===== src/design/gfw_pkg.sv =====
// Shared types, constants and helper functions for the glyph framebuffer writer.
package gfw_pkg;

	// Font store geometry: 128 glyphs of 8 rows, one byte per row.
	localparam int unsigned FONT_CHARS   = 128;
	localparam int unsigned FONT_ROWS    = 8;
	localparam int unsigned FONT_DEPTH   = FONT_CHARS * FONT_ROWS;
	localparam int unsigned FONT_ADDR_W  = $clog2(FONT_DEPTH);
	localparam int unsigned GLYPH_W      = $clog2(FONT_CHARS);
	// Pixel and row counters cover glyphs of up to 8 by 8 pixels.
	localparam int unsigned CNT_W        = 3;

	// Reset values of the configuration registers.
	localparam logic [31:0] FRAME_BASE_RST = 32'h0000_0000;
	localparam logic [15:0] LINE_PITCH_RST = 16'd4096;
	localparam logic        RGB_ORDER_RST  = 1'b1;

	// Request modes.
	typedef enum logic [1:0] {
		MODE_LOAD   = 2'd0,
		MODE_LETTER = 2'd1,
		MODE_HEX    = 2'd2
	} mode_t;

	// Configuration register indexes.
	typedef enum logic [1:0] {
		CFG_FRAME_BASE = 2'd0,
		CFG_LINE_PITCH = 2'd1,
		CFG_RGB_ORDER  = 2'd2
	} cfg_idx_t;

	// Controller states.
	typedef enum logic [1:0] {
		ST_IDLE,
		ST_SETUP,
		ST_BASE,
		ST_RUN
	} state_t;

	// Commands from the controller to the datapath.
	typedef struct packed {
		logic font_wr;   // write one font row from the request
		logic start;     // latch a draw request
		logic setup;     // form the pitch times line product
		logic load_base; // form the glyph's first pixel address
		logic emit;      // produce one pixel write
	} ctrl_cmd_t;

	// Status from the datapath to the controller.
	typedef struct packed {
		logic out_free;  // output register can take a pixel this cycle
		logic last_px;   // current pixel is the glyph's final one
	} ctrl_sts_t;

	// Maps the low nibble of a code to the glyph of '0'-'9' or 'A'-'F'.
	function automatic logic [GLYPH_W-1:0] hex_glyph(input logic [7:0] code);
		logic [GLYPH_W-1:0] g;
		g = GLYPH_W'(8'h30) + GLYPH_W'(code[3:0]);
		if (code[3:0] > 4'h9) begin
			g = g + GLYPH_W'(7);
		end
		return g;
	endfunction

	// Optionally swaps the red and blue bytes; the top byte is cleared only when swapping.
	function automatic logic [31:0] order_colour(input logic [31:0] c, input logic swap);
		if (swap) begin
			return {8'h00, c[7:0], c[15:8], c[23:16]};
		end
		return c;
	endfunction

endpackage


===== src/design/gfw_ctrl.sv =====
// Controller state machine sequencing font loads and glyph draws.
module gfw_ctrl (
	input  logic                clk,
	input  logic                arst_n,
	input  logic                req_valid,
	input  logic [1:0]          req_mode,
	input  gfw_pkg::ctrl_sts_t  sts,
	output logic                req_ready,
	output gfw_pkg::ctrl_cmd_t  cmd
);

	gfw_pkg::state_t state_q;
	gfw_pkg::state_t state_d;

	// State register.
	always_ff @(posedge clk or negedge arst_n) begin
		if (!arst_n) begin
			state_q <= gfw_pkg::ST_IDLE;
		end else begin
			state_q <= state_d;
		end
	end

	// Next state and commands.
	always_comb begin
		state_d   = state_q;
		req_ready = 1'b0;
		cmd       = '0;
		unique case (state_q)
			gfw_pkg::ST_IDLE: begin
				req_ready = 1'b1;
				if (req_valid) begin
					case (gfw_pkg::mode_t'(req_mode))
						gfw_pkg::MODE_LOAD: begin
							cmd.font_wr = 1'b1;
						end
						gfw_pkg::MODE_LETTER, gfw_pkg::MODE_HEX: begin
							cmd.start = 1'b1;
							state_d   = gfw_pkg::ST_SETUP;
						end
						default: begin
							// Unused mode: the request is dropped.
						end
					endcase
				end
			end
			gfw_pkg::ST_SETUP: begin
				cmd.setup = 1'b1;
				state_d   = gfw_pkg::ST_BASE;
			end
			gfw_pkg::ST_BASE: begin
				cmd.load_base = 1'b1;
				state_d       = gfw_pkg::ST_RUN;
			end
			gfw_pkg::ST_RUN: begin
				if (sts.out_free) begin
					cmd.emit = 1'b1;
					if (sts.last_px) begin
						state_d = gfw_pkg::ST_IDLE;
					end
				end
			end
			default: begin
				state_d = gfw_pkg::ST_IDLE;
			end
		endcase
	end

endmodule


===== config.mk =====
export PLATFORM = sky130hd
export DESIGN_NAME = gfw_ctrl
export DESIGN_NICKNAME = d
export VERILOG_FILES = /design/src/design/gfw_pkg.sv /design/src/design/gfw_ctrl.sv
export SDC_FILE = /design/constraint.sdc
export NUM_CORES = 1
export LEC_CHECK = 0
export BUFFER_PORTS_ARGS = -buffer_cell sky130_fd_sc_hd__buf_2
export CAP_MARGIN = 20
export CORE_AREA = 2 2 39 41
export CTS_CLUSTER_SIZE = 16
export DETAILED_ROUTE_END_ITERATION = 10
export DIE_AREA = 0 0 41 43
export PLACE_DENSITY = 0.45
export SLEW_MARGIN = 20
export SYNTH_ARGS = -nofsm -noshare
export SYNTH_HDL_FRONTEND = slang
export SYNTH_SLANG_ARGS = --single-unit

===== constraint.sdc =====
create_clock -name clk -period 1.2 [get_ports clk]
set_input_delay 0.24 -clock clk [delete_from_list [all_inputs] [get_ports clk]]
set_output_delay 0.24 -clock clk [all_outputs]
set_load 0.01 [all_outputs]

# After elaboration in Yosys (flattened, before gate mapping)
# Cells that the tools add are included.
[op_classes]
eq_ne = 9
mux = 14
n_reduce_logical = 4
[ops]
columns = ["cell", "count"]
rows = [
  ["$mux W2", 6],
  ["$pmux W2 S4", 1],
  ["$mux W1", 7],
  ["$eq A2 B2 Y1 const B", 3],
  ["$ne A2 B2 Y1 const B", 3],
  ["$eq A2 B1 Y1 const B", 2],
  ["$logic_not A2 Y1", 2],
  ["$reduce_and A4 Y1", 1],
  ["$ne A2 B1 Y1 const B", 1],
  ["$reduce_or A2 Y1", 1],
]
[totals]
ff_bits = 2
input_bits = 7
output_inout_bits = 6
wordCells = 28

# Longest topological paths before layout
# Gate-level depths: netlist (run 1).
[depth]
word_depth = 5
depth_mapped = 5
mapped_depth_nobuf = 5

# Worst setup path after synthesis (run 1)
# OpenSTA, ideal clock, no wires.
[synth_timing]
path_kind = "flip-flop to flip-flop"
from = "reg state_q[0]"
to = "reg state_q[1]"
setup_ns = 0.128
arrival_ns = 1.224
t_required_ns = 1.072
slack_ns = -0.151
stages_incl_launch_ff = 5
n_path_buf = 0
period_less_slack_ns = 1.351
path_cell_list = "dfrtp_1 > inv_1 > ha_1 > a22oi_2 > mux2_1"
[synth_via]
elab_chain_len = 3
word_cells_on_any_way = 10
classes_between = "eq/ne: 7; mux: 1; reduce/logical: 2"
[synth_lines]
columns = ["item", "line_no", "source"]
rows = [
  ["start: declaration", "gfw_ctrl.sv:12", "gfw_pkg::state_t state_q;"],
  ["start signal: assignment", "gfw_ctrl.sv:18", "state_q <= gfw_pkg::ST_IDLE;"],
  ["start signal: assignment", "gfw_ctrl.sv:20", "state_q <= state_d;"],
  ["$eq A2 B2 Y1 / $logic_not A2 Y1 (equally long branches)", "gfw_ctrl.sv:29", "unique case (state_q)"],
  ["$ne A2 B2 Y1 (no source line) / $ne A2 B1 Y1 (equally long branches)", "n/a", ""],
  ["$reduce_and A4 Y1 (no source line)", "n/a", ""],
]
# Parallel ways exist; a longest one is shown, timed or not.
# A chain may end at the register's enable or synchronous reset.

==> results of run 1 <==
layer usage:
layer	wire [microns]	vias to the layer above	GRT usage
li1	-	121	-
met1	221	106	0.05788
met2	302	11	0.1094
met3	38	0	0.03141
met4	0	0	0.08000
met5	0	-	0
worst max-delay path, stage by stage, from the launching register on:
cell and delay [ps]:
dfrtp_1 400, inv_2 90, ha_4 140, buf_6 90, and3_4 160, buf_6 90
where the power goes:
group	internal, mW	total [mW]	switching [mW]
Clock	0.110	0.147	0.0367
Combinational	0.576	0.913	0.337
Sequential	0.107	0.143	0.0353
Total	0.794	1.20	0.409
cells in the final DEF, fill, tap and decap left out, types with 2 or more instances in the layout:
cell / n
buf_4: 8
buf_6: 7
dfrtp_1: 2
clkbuf_4: 3
ha_1: 3
inv_1: 2
nand2_1: 2
and3_4: 2
inv_2: 2
ha_4: 3
buf_2: 8
worst paths after layout:
path,start,endpoint,slack [ps]
max in group asynchronous,arst_n,state_q[0],780
min reg2reg,state_q[1],state_q[1],690
min,arst_n,state_q[1],330
max reg2reg,state_q[0],state_q[1],-160
min in group clk,sts[0],state_q[1],490
max,state_q[0],cmd[3],-230
layout make-up:
| class | count | area share |
|---|---|---|
| Timing Repair Buffer | 24 | 0.3882 |
| Tap cell | 16 | 0.04113 |
| Inverter | 4 | 0.03085 |
| Sequential cell | 2 | 0.1028 |
| Clock buffer | 3 | 0.04627 |
| Multi-Input combinational cell | 15 | 0.3907 |
kinds of logic after synthesis:
| group | after synthesis | synth area share |
|---|---|---|
| compound gates | 1 | 0.06134 |
| simple gates | 6 | 0.1472 |
| mux | 2 | 0.1043 |
| buf+inv | 4 | 0.07360 |
| fa+ha+maj | 6 | 0.3681 |
| flops | 2 | 0.2454 |
what timing repair did:
| item | in CTS | in global routing |
|---|---|---|
| gates resized for setup | 12 | 3 |
| endpoints found under the hold margin | 2 | 0 |
| setup buffers | 5 | 2 |
| pin swaps | 5 | 1 |
| hold buffers | 1 | 0 |
| setup endpoints to repair | 8 | 8 |
per-stage QoR:
step | cells | hold slack, ps | setup TNS [ps] | setup WS (ps)
floorplan | 21 | -55.59 | -71.02 | -71.02
CTS | 63 | 315.7 | -1496 | -238.4
detailed placement | 55 | 26.34 | -343.8 | -149.8
global route | 64 | 351.2 | -1747 | -267.7
finish | 64 | 328.6 | -1432 | -233.9
global placement | 55 | 26.23 | -354.0 | -143.1
Yosys cell counts, drive strengths merged:
master  count
dfrtp       2
mux2        1
and3        2
a22oi       1
nor2        1
mux2i       1
nand2       2
ha          6
inv         4
and2        1
==> results by stage, run 1 <==
Run status:
- The run finished, with violations left.
- The final reports fail on setup timing.

STA:
- The count of final max-slew check failures is 0.
- Subtracting the final worst setup slack from the clock period gives 1434 ps.
- Setup repair after global routing could not meet its margin everywhere.
- The number of hold violations in the final report is 0.
- The final-report setup violation count is 8.
- The actual transition at the worst max-transition pin is 190.3 ps.
- The worst pin sits at a relative slew slack of 0.8731.
- The least setup slack across all paths after layout is -233.9 ps.
- In the finished design, the share of the clock period the worst path needs comes to 1.195.
- The maximum achievable frequency is 697.4 MHz.
- The worst setup skew after layout is 0.2922 ps.

Layout:
- The synthesis-to-layout area growth is 138.6%.
- The fraction of final layout cells sized beyond drive strength 1 is 0.7292.
- The cell area after layout is ~490 sq um.
- In the final layout, flip-flops and latches occupy 50.05 sq um.
- The layout has about 140 filler cells.
- The number of antenna diodes in the final layout is 0.
- In the final layout, the registers with the most flip-flops are state_q (2).
- For this run, the share of the core covered by cells in the final layout is 0.3517.
- The register ranked first by flip-flop count is state_q.
- The multi-input combinational cells in the finished layout cover a total of ~190 sq um.
- The final net count is 63.
- The number of flip-flops in the largest register is 2.

Synth:
- The net count after synthesis is 34.
- The number of different library cells used by synthesis comes to 10.
- The number of flip-flops and latches in the synthesized netlist is 2.
- In the post-synthesis netlist, the biggest area contributors are ha_1, dfrtp_1, inv_1.
- The number of warnings issued by yosys is 0.
- The part of the Yosys area used for sequential elements is 0.2454.
- The cell count after synthesis is 21.
- Of the post-synthesis cell area, the dominant cell type holds 0.3681.
- The mean instance size in the synthesized netlist is 9.712 sq um.
- The total standard cell area after synthesis is 203.9 sq um.
- ha_1 takes more of the synthesized area than any other cell.

Global route:
- The via count of the first global-routing pass came to 236.
- The total global routing overflow is 0.
- The number of antenna violations at the first check in global routing is 0.
- Entering global routing, the biggest net connects 4 pins.
- For this run, the total global-route usage over all layers was measured as 0.07129.
- The first global-routing pass estimated 772 microns of wire.

Detailed routing:
- After detailed routing, the total wire length is between 500 and 600 microns.
- The detailed-route wire length per cell is ~8.8 microns.
- After detailed routing, the number of remaining DRC violations is 0.
- Across all layers, the routed design uses 238 vias.
- The starting DRC count in detailed routing is 0.
- After detailed routing, the number of vias per cell comes to 3.719.
- The length of the first detailed-routing pass in iterations is 1.
- In this run the remaining antenna-violating nets after routing total 0.

Worst setup path:
- Data on the critical path is required at its endpoint by between 900 and 1000 ps.
- The maximum fanout encountered on the critical timing path is 3.
- The type of origin of the critical path is a register.
- For the worst setup path, the data arrival time is roughly 1200 ps.
- The critical path in this run is classified as reg2out.
- The depth of the worst register-to-register path is 5.
- The worst setup path is captured at an output port.

CTS:
- The TritonCTS clock tree is yes.
- The library cell used as clock root buffer is clkbuf_4.
- At the later pin of the worst-skew pair, clock insertion delay measures 220 ps.
- CTS built an H-tree with a depth of 1.
- The buffer levels on the longest clock path is 2.
- After clock tree synthesis, the clock-pin slew on the worst setup and hold paths is 30 ps.
- Counting the buffers created by CTS gives 3.
- The number of sinks on the clock net is 2.

Floorplanning:
- The number of I/O pins is 13.
- The floorplan step defined a die boundary enclosing 1763 sq um.
- The placeable core area is 1384 sq um.
- The vertical die dimension is 43 microns.
- The initial utilization of the core area, before any placement, comes to 0.1474.
- The floorplan die width is approximately 41 microns.
- The floorplan has 14 rows.

Power:
- The design draws roughly 1.2 mW.
- Power spread over the standard cell area amounts to 2471 nW/um^2.
- Across the VDD grid, the largest voltage drop is roughly 1.2 mV.
- Summed over all cells, the static leakage comes to 0.2575 nW.

Placed design:
- Routability-driven placement finished with a final weighted congestion of 0.5702.
- The cell area after placement is approximately 340 sq um.
- The port buffer count is 12.

Flow run:
- Across the run, the number of max-cap violations was 0.

Min path:
- The path class of the tightest hold or removal check is in2async.
Note: power is estimated with default switching activity, not from simulation.
==> run 2: changes to the inputs <==
- CELL_PAD_IN_SITES_DETAIL_PLACEMENT: not set -> 1
- CELL_PAD_IN_SITES_GLOBAL_PLACEMENT: not set -> 1
- PLACE_DENSITY: 0.45 -> 0.56
- REMOVE_ABC_BUFFERS: not set -> 1
==> results by stage, run 2 (synthesized netlist as in run 1, its figures left out) <==
Run status:
- The run finished, with violations left.
- The final reports fail on setup timing.

Worst setup path:
- The class of the most critical setup path is reg2out.
- The maximum fanout encountered on the critical timing path was 4 (+1).
- The biggest cell delay along the critical path is 400 ps (about the same).
- The arrival time of the worst setup path is 1130 ps (-60 ps).
- Walking the worst path, the cells encountered are inv_2, ha_4, and3_4, buf_6.
- The kind of end point of the critical path is an output port.
- The required time at the worst-slack endpoint is 960 ps (about the same).
- Among all stages on the critical path, the largest delay is contributed by dfrtp_1.
- The type of origin of the critical path is a register.

Placed design:
- The placer's final routability congestion estimate is 0.6817 (+20%).
- Detailed placement finished with a half-perimeter wire length of 407.8 microns.
- The port buffer count is 12 (unchanged).

Layout:
- The final net count is 58 (-7.9%).
- The register with the most flip-flops in the final layout is state_q.
- The library cells used most frequently in the layout, excluding fill and tap cells, are buf_2, buf_4, buf_6, ha_1, clkbuf_4.
- The number of diodes is 0 (unchanged).
- The post-route core utilization was 0.3128 (-0.03888).
- The number of flip-flops in the largest register is 2 (unchanged).
- The fraction of final layout cells sized beyond drive strength 1 is 0.6977 (-0.03149).
- The largest registers in the layout are state_q (2).
- From synthesis to final layout, the design area changed by 112.3%.
- The library cell used most frequently in the layout, excluding fill and tap cells, is buf_2.

STA:
- The final worst-path cycle share is 1.143 (-0.05181).
- The worst-case headroom to the max-slew limit was 0.8896 (+0.01649).
- The maximum achievable frequency is 729.0 MHz (+4.5%).
- The least setup slack across all paths after layout is -171.7 ps (+62.17 ps).
- The final-report setup violation count is 7 (-1).
- The count of final max-slew check failures was 0 (unchanged).
- The minimum clock period is 1372 ps (-62.17 ps).
- The worst setup skew after layout came to 0.8927 ps (+0.6005 ps).
- The setup total negative slack is -935.9 ps (+495.8 ps).
- The number of hold violations in the final report is 0 (unchanged).
- Setup repair after global routing could not meet its margin everywhere.
- The actual transition at the worst max-transition pin came to 165.6 ps (-24.74 ps).

Global route:
- The global-route wire length before repair is 952 microns (+23%).
- The met2 track utilization from global routing came to 0.1344 (+0.02500).
- The largest net degree at the start of global routing is 5 (+1).
- The met3 track utilization from global routing is 0.04712 (+0.01571).
- The overall fraction of global-route tracks in use is 0.08844 (+0.01716).
- The via count of the first global-routing pass is 246 (+4.2%).
- The number of antenna violations at the first check in global routing was 0 (unchanged).
- The routing usage on met1 is 0.07742 (+0.01954).
- The layer flagged by global routing as most heavily used is met2.
- The total global routing overflow is 0 (unchanged).

Floorplanning:
- The starting density of the core is 0.1474 (unchanged).
- The placeable core area is 1384 sq um (unchanged).
- The floorplan die width is 41 microns (unchanged).
- The floorplan row count was 14 (unchanged).
- The vertical die dimension is 43 microns (unchanged).
- The die area is 1763 sq um (unchanged).
- The number of I/O pins is 13 (unchanged).

Power:
- The worst vdd rail ir drop is 0.8857 mV (-25%).
- The power density over the cells is 2315 nW/um^2 (-6.3%).
- The cell leakage power is 0.2262 nW (-12%).
- The total design power came to 1.002 mW (-17%).

Detailed routing:
- The post-route antenna net violation count is 0 (unchanged).
- The residual DRC count is 0 (unchanged).
- The starting DRC count in detailed routing came to 2 (+2).
- The total wire length was 535 microns (-4.8%).
- The detailed-route wire length per cell is 9.068 microns (+3.3%).
- The length of the first detailed-routing pass in iterations is 2 (+1).
- The number of vias after detailed routing is 221 (-7.1%).
- The via density per instance is 3.746 (+0.73%).

CTS:
- The number of post-CTS setup repair buffers is 0 (-5).
- The number of H-tree branching levels is 1 (unchanged).
- The TritonCTS clock tree is yes.
- The number of sinks on the clock net is 2 (unchanged).
- The buffer levels on the longest clock path is 2 (unchanged).
- The number of buffers created by CTS is 3 (unchanged).
- The clock latency on the worst-skew pair was 220 ps (about the same).
- The tree is rooted in a clkbuf_4.
- The clock-pin transition on the worst setup and hold timing paths is 30 ps (about the same).

Flow run:
- The total of max-cap violations is 0 (unchanged).

Min path:
- The kind of path behind the tightest hold check is in2async.
run 2: changes by cell type in the layout (fill, tap and decap cells not counted), sizes merged:
cell / change
buf: -5
run 2: path summary, 6_finish.rpt:
kind	start	end	slack, ps	cells after the start
min in group clk	sts[0]	state_q[1]	470	4
worst max register to register	state_q[1]	state_q[1]	-70	4
max in group asynchronous	arst_n	state_q[1]	780	2
worst min-delay path	arst_n	state_q[0]	330	2
worst max-delay path	state_q[0]	cmd[4]	-170	4
worst min register to register	state_q[1]	state_q[1]	580	1
run 2: layout make-up:
class | instances | area [sq um]
fill | 164 | 950.9
multi-input combinational | 15 | 178.9
timing repair buffer | 19 | 146.4
sequential | 2 | 50.05
clock buffer | 3 | 22.52
tap | 16 | 20.02
inverter | 4 | 15.01
run 2: report_power, final:
group	switching, mW	internal (mW)
clock network	0.0366	0.110
registers	0.0387	0.107
logic	0.285	0.424
run 2: metrics by stage:
| stage | instance area [sq um] | hold WS (ps) | std cells | worst slack (ps) |
|---|---|---|---|---|
| after global placement | 329.1 | 25.66 | 55 | -154.8 |
| after global routing | 432.9 | 321.4 | 59 | -240.0 |
| after floorplan | 203.9 | -55.59 | 21 | -151.2 |
| after detailed placement | 329.1 | 26.48 | 55 | -178.3 |
| after CTS | 424.2 | 317.5 | 59 | -189.7 |
| final | 432.9 | 326.0 | 59 | -171.7 |
run 2: worst max-delay path, delay by kind of cell, from the launching register on:
| family | cells | cell delay [ps] |
|---|---|---|
| flip-flops | 1 | 400 |
| AND/OR/NAND/NOR | 1 | 170 |
| adder cells (fa/ha/maj) | 1 | 160 |
| buffers and inverters | 2 | 180 |
run 2: per-layer routing:
metal / vias to the layer above / share of wire / routed length (microns)
met1: 98 / 0.38 / 204
met5: - / 0 / 0
met4: 0 / 0 / 0
met2: 11 / 0.54 / 290
met3: 0 / 0.077 / 41
li1: 112 / - / -
run 2: what timing repair did:
item | 4_1_cts | 5_1_grt
endpoints found under the setup margin | 8 | 8
gates resized for setup | 13 | 2
hold buffers | 1 | 0
pin swaps | 4 | 1
endpoints found under the hold margin | 2 | 0
==> run 3: changes to the inputs <==
- PLACE_DENSITY: 0.56 -> 0.55
- clock period: 1.2 -> 1.4 ns (I/O delays scaled with it)
==> results by stage, run 3 (synthesized netlist as in run 1, its figures left out) <==
Run status:
- The run finished, with violations left.
- The checks that failed: setup timing.

Layout:
- The number of diodes was 0 (unchanged).
- Ranked by flip-flop count, first place goes to state_q.
- Leaving out fill and tap cells, the most frequent cell in the layout is buf_2.
- The largest registers in the layout are state_q (2).
- The library cells used most frequently in the layout, excluding fill and tap cells, are buf_2, buf_4, ha_1, clkbuf_4.
- From synthesis to final layout, the design area changed by 99.39%.
- The post-route core utilization is 0.2939 (-0.01899).
- The final net count is 58 (unchanged).
- The fraction of final layout cells sized beyond drive strength 1 is 0.6512 (-0.04651).
- The number of flip-flops in the largest register is 2 (unchanged).

Worst setup path:
- The depth of the worst register-to-register path is 5 (+1).
- The maximum fanout encountered on the critical timing path is 4 (unchanged).
- The required time at the worst-slack endpoint is 1500 ps (+540 ps).
- The arrival time of the worst setup path is 1510 ps (+380 ps).
- The class of the most critical setup path is reg2reg.
- STA classifies the critical path endpoint as a register.
- The type of origin of the critical path is a register.

Detailed routing:
- The starting DRC count in detailed routing was 0 (-2).
- The via density per instance came to 3.678 (-1.8%).
- The total wire length is 592 microns (+11%).
- The number of vias after detailed routing is 217 (-1.8%).
- The length of the first detailed-routing pass in iterations is 1 (-1).
- The detailed-route wire length per cell is 10.03 microns (+11%).
- The residual DRC count is 0 (unchanged).
- The post-route antenna net violation count was 0 (unchanged).

Placed design:
- The post-placement setup slack is -24.32 ps (+154.0 ps).
- The half-perimeter wire length after placement is 413 microns (+1.3%).
- The placer's final routability congestion estimate is 0.6696 (-1.8%).
- The port buffer count is 12 (unchanged).

Floorplanning:
- The floorplan die width was 41 microns (unchanged).
- The vertical die dimension came to 43 microns (unchanged).
- The floorplan row count came to 14 (unchanged).
- The die area came to 1763 sq um (unchanged).
- The placeable core area was 1384 sq um (unchanged).
- The starting density of the core is 0.1474 (unchanged).
- The number of I/O pins is 13 (unchanged).

CTS:
- The clock-pin transition on the worst setup and hold timing paths came to 30 ps (about the same).
- The number of buffers created by CTS is 3 (unchanged).
- The number of H-tree branching levels is 1 (unchanged).
- The clock latency on the worst-skew pair came to 220 ps (about the same).
- The buffer levels on the longest clock path is 2 (unchanged).
- The number of sinks on the clock net is 2 (unchanged).
- CTS placed an instance of clkbuf_4 at the clock tree root.
- The TritonCTS clock tree is yes.

Global route:
- The largest net degree at the start of global routing is 5 (unchanged).
- The via count of the first global-routing pass is 215 (-13%).
- The overall fraction of global-route tracks in use is 0.07631 (-0.01214).
- The total global routing overflow is 0 (unchanged).
- The number of antenna violations at the first check in global routing is 0 (unchanged).
- The global-route wire length before repair is 807 microns (-15%).

STA:
- The worst-case headroom to the max-slew limit is 0.8833 (-0.006333).
- The minimum clock period is 1417 ps.
- The final worst-path cycle share is 1.012.
- The number of hold violations in the final report is 0 (unchanged).
- Setup repair after global routing could not meet its margin everywhere.
- The actual transition at the worst max-transition pin is 175.1 ps (+9.498 ps).
- Static timing analysis puts the maximum clock frequency at 705.6 MHz.
- The worst setup skew after layout is 2.641 ps (+1.749 ps).
- The final-report setup violation count is 3 (-4).
- The count of final max-slew check failures is 0 (unchanged).
- The least setup slack across all paths after layout came to -17.27 ps (+154.5 ps).

Power:
- The cell leakage power is 0.2235 nW (-1.2%).
- The worst vdd rail ir drop is 0.7165 mV (-19%).
- The power density over the cells is 2059 nW/um^2 (-11%).

Min path:
- The kind of path behind the tightest hold check is in2async.

Flow run:
- The total of max-cap violations came to 0 (unchanged).
## run 3: final timing paths
kind	end	slack, ps	start
min	state_q[0]	370	arst_n
max reg2reg	state_q[1]	-20	state_q[1]
max	state_q[1]	-20	state_q[1]
max in group asynchronous	state_q[1]	930	arst_n
min reg2reg	state_q[1]	600	state_q[1]
min in group clk	state_q[1]	530	sts[0]
## run 3: cell type report
class                      count  area, sq um
tap                           16        20.02
multi-input combinational     15        171.4
inverter                       4        15.01
timing repair buffer          19        127.6
sequential                     2        50.05
clock buffer                   3        22.52
fill                         161        977.2
## run 3: worst max-delay path, cell delays in order, from the launching register on
cell and delay, ps:
dfrtp_1 400, inv_2 70, ha_4 160, buf_4 130
a22oi_2 180, mux2_1 350
## run 3: through the flow
stage | area [sq um] | hold WS [ps] | setup TNS (ps) | std cells | total power [mW]
after floorplan | 203.9 | -15.59 | 0 | 21 | 0.3516
after global placement | 306.5 | 68.71 | 0 | 52 | 0.5215
after detailed placement | 306.5 | 67.32 | -24.32 | 52 | 0.5365
after CTS | 406.6 | 353.3 | -66.61 | 59 | 0.8472
after global routing | 406.6 | 367.3 | -267.3 | 59 | 0.9095
final | 406.6 | 367.3 | -35.11 | 59 | 0.8374
## run 3: power breakdown
| part | switching, mW | total [mW] | internal, mW | leakage, nW |
|---|---|---|---|---|
| Sequential | 0.0357 | 0.128 | 0.0919 | 0.0235 |
| Combinational | 0.251 | 0.582 | 0.331 | 0.186 |
| Clock | 0.0327 | 0.127 | 0.0946 | 0.0138 |
| Total | 0.319 | 0.837 | 0.518 | 0.224 |
## run 3: what timing repair did
| item | 4_1_cts | 5_1_grt |
|---|---|---|
| hold endpoints to repair | 2 | 0 |
| endpoints found under the setup margin | 5 | 7 |
| gates resized for setup | 10 | 0 |
| pin swaps | 3 | 0 |
| setup buffers | 3 | 0 |
| hold buffers | 1 | 0 |
## run 3: metal layers
metal  up-vias  routed length [microns]  global-route usage
met4         0                        0             0.08000
met3         0                       59             0.03141
met1        93                      233             0.06109
li1        112                        -                   -
met2        12                      299              0.1219
met5         -                        0                   0
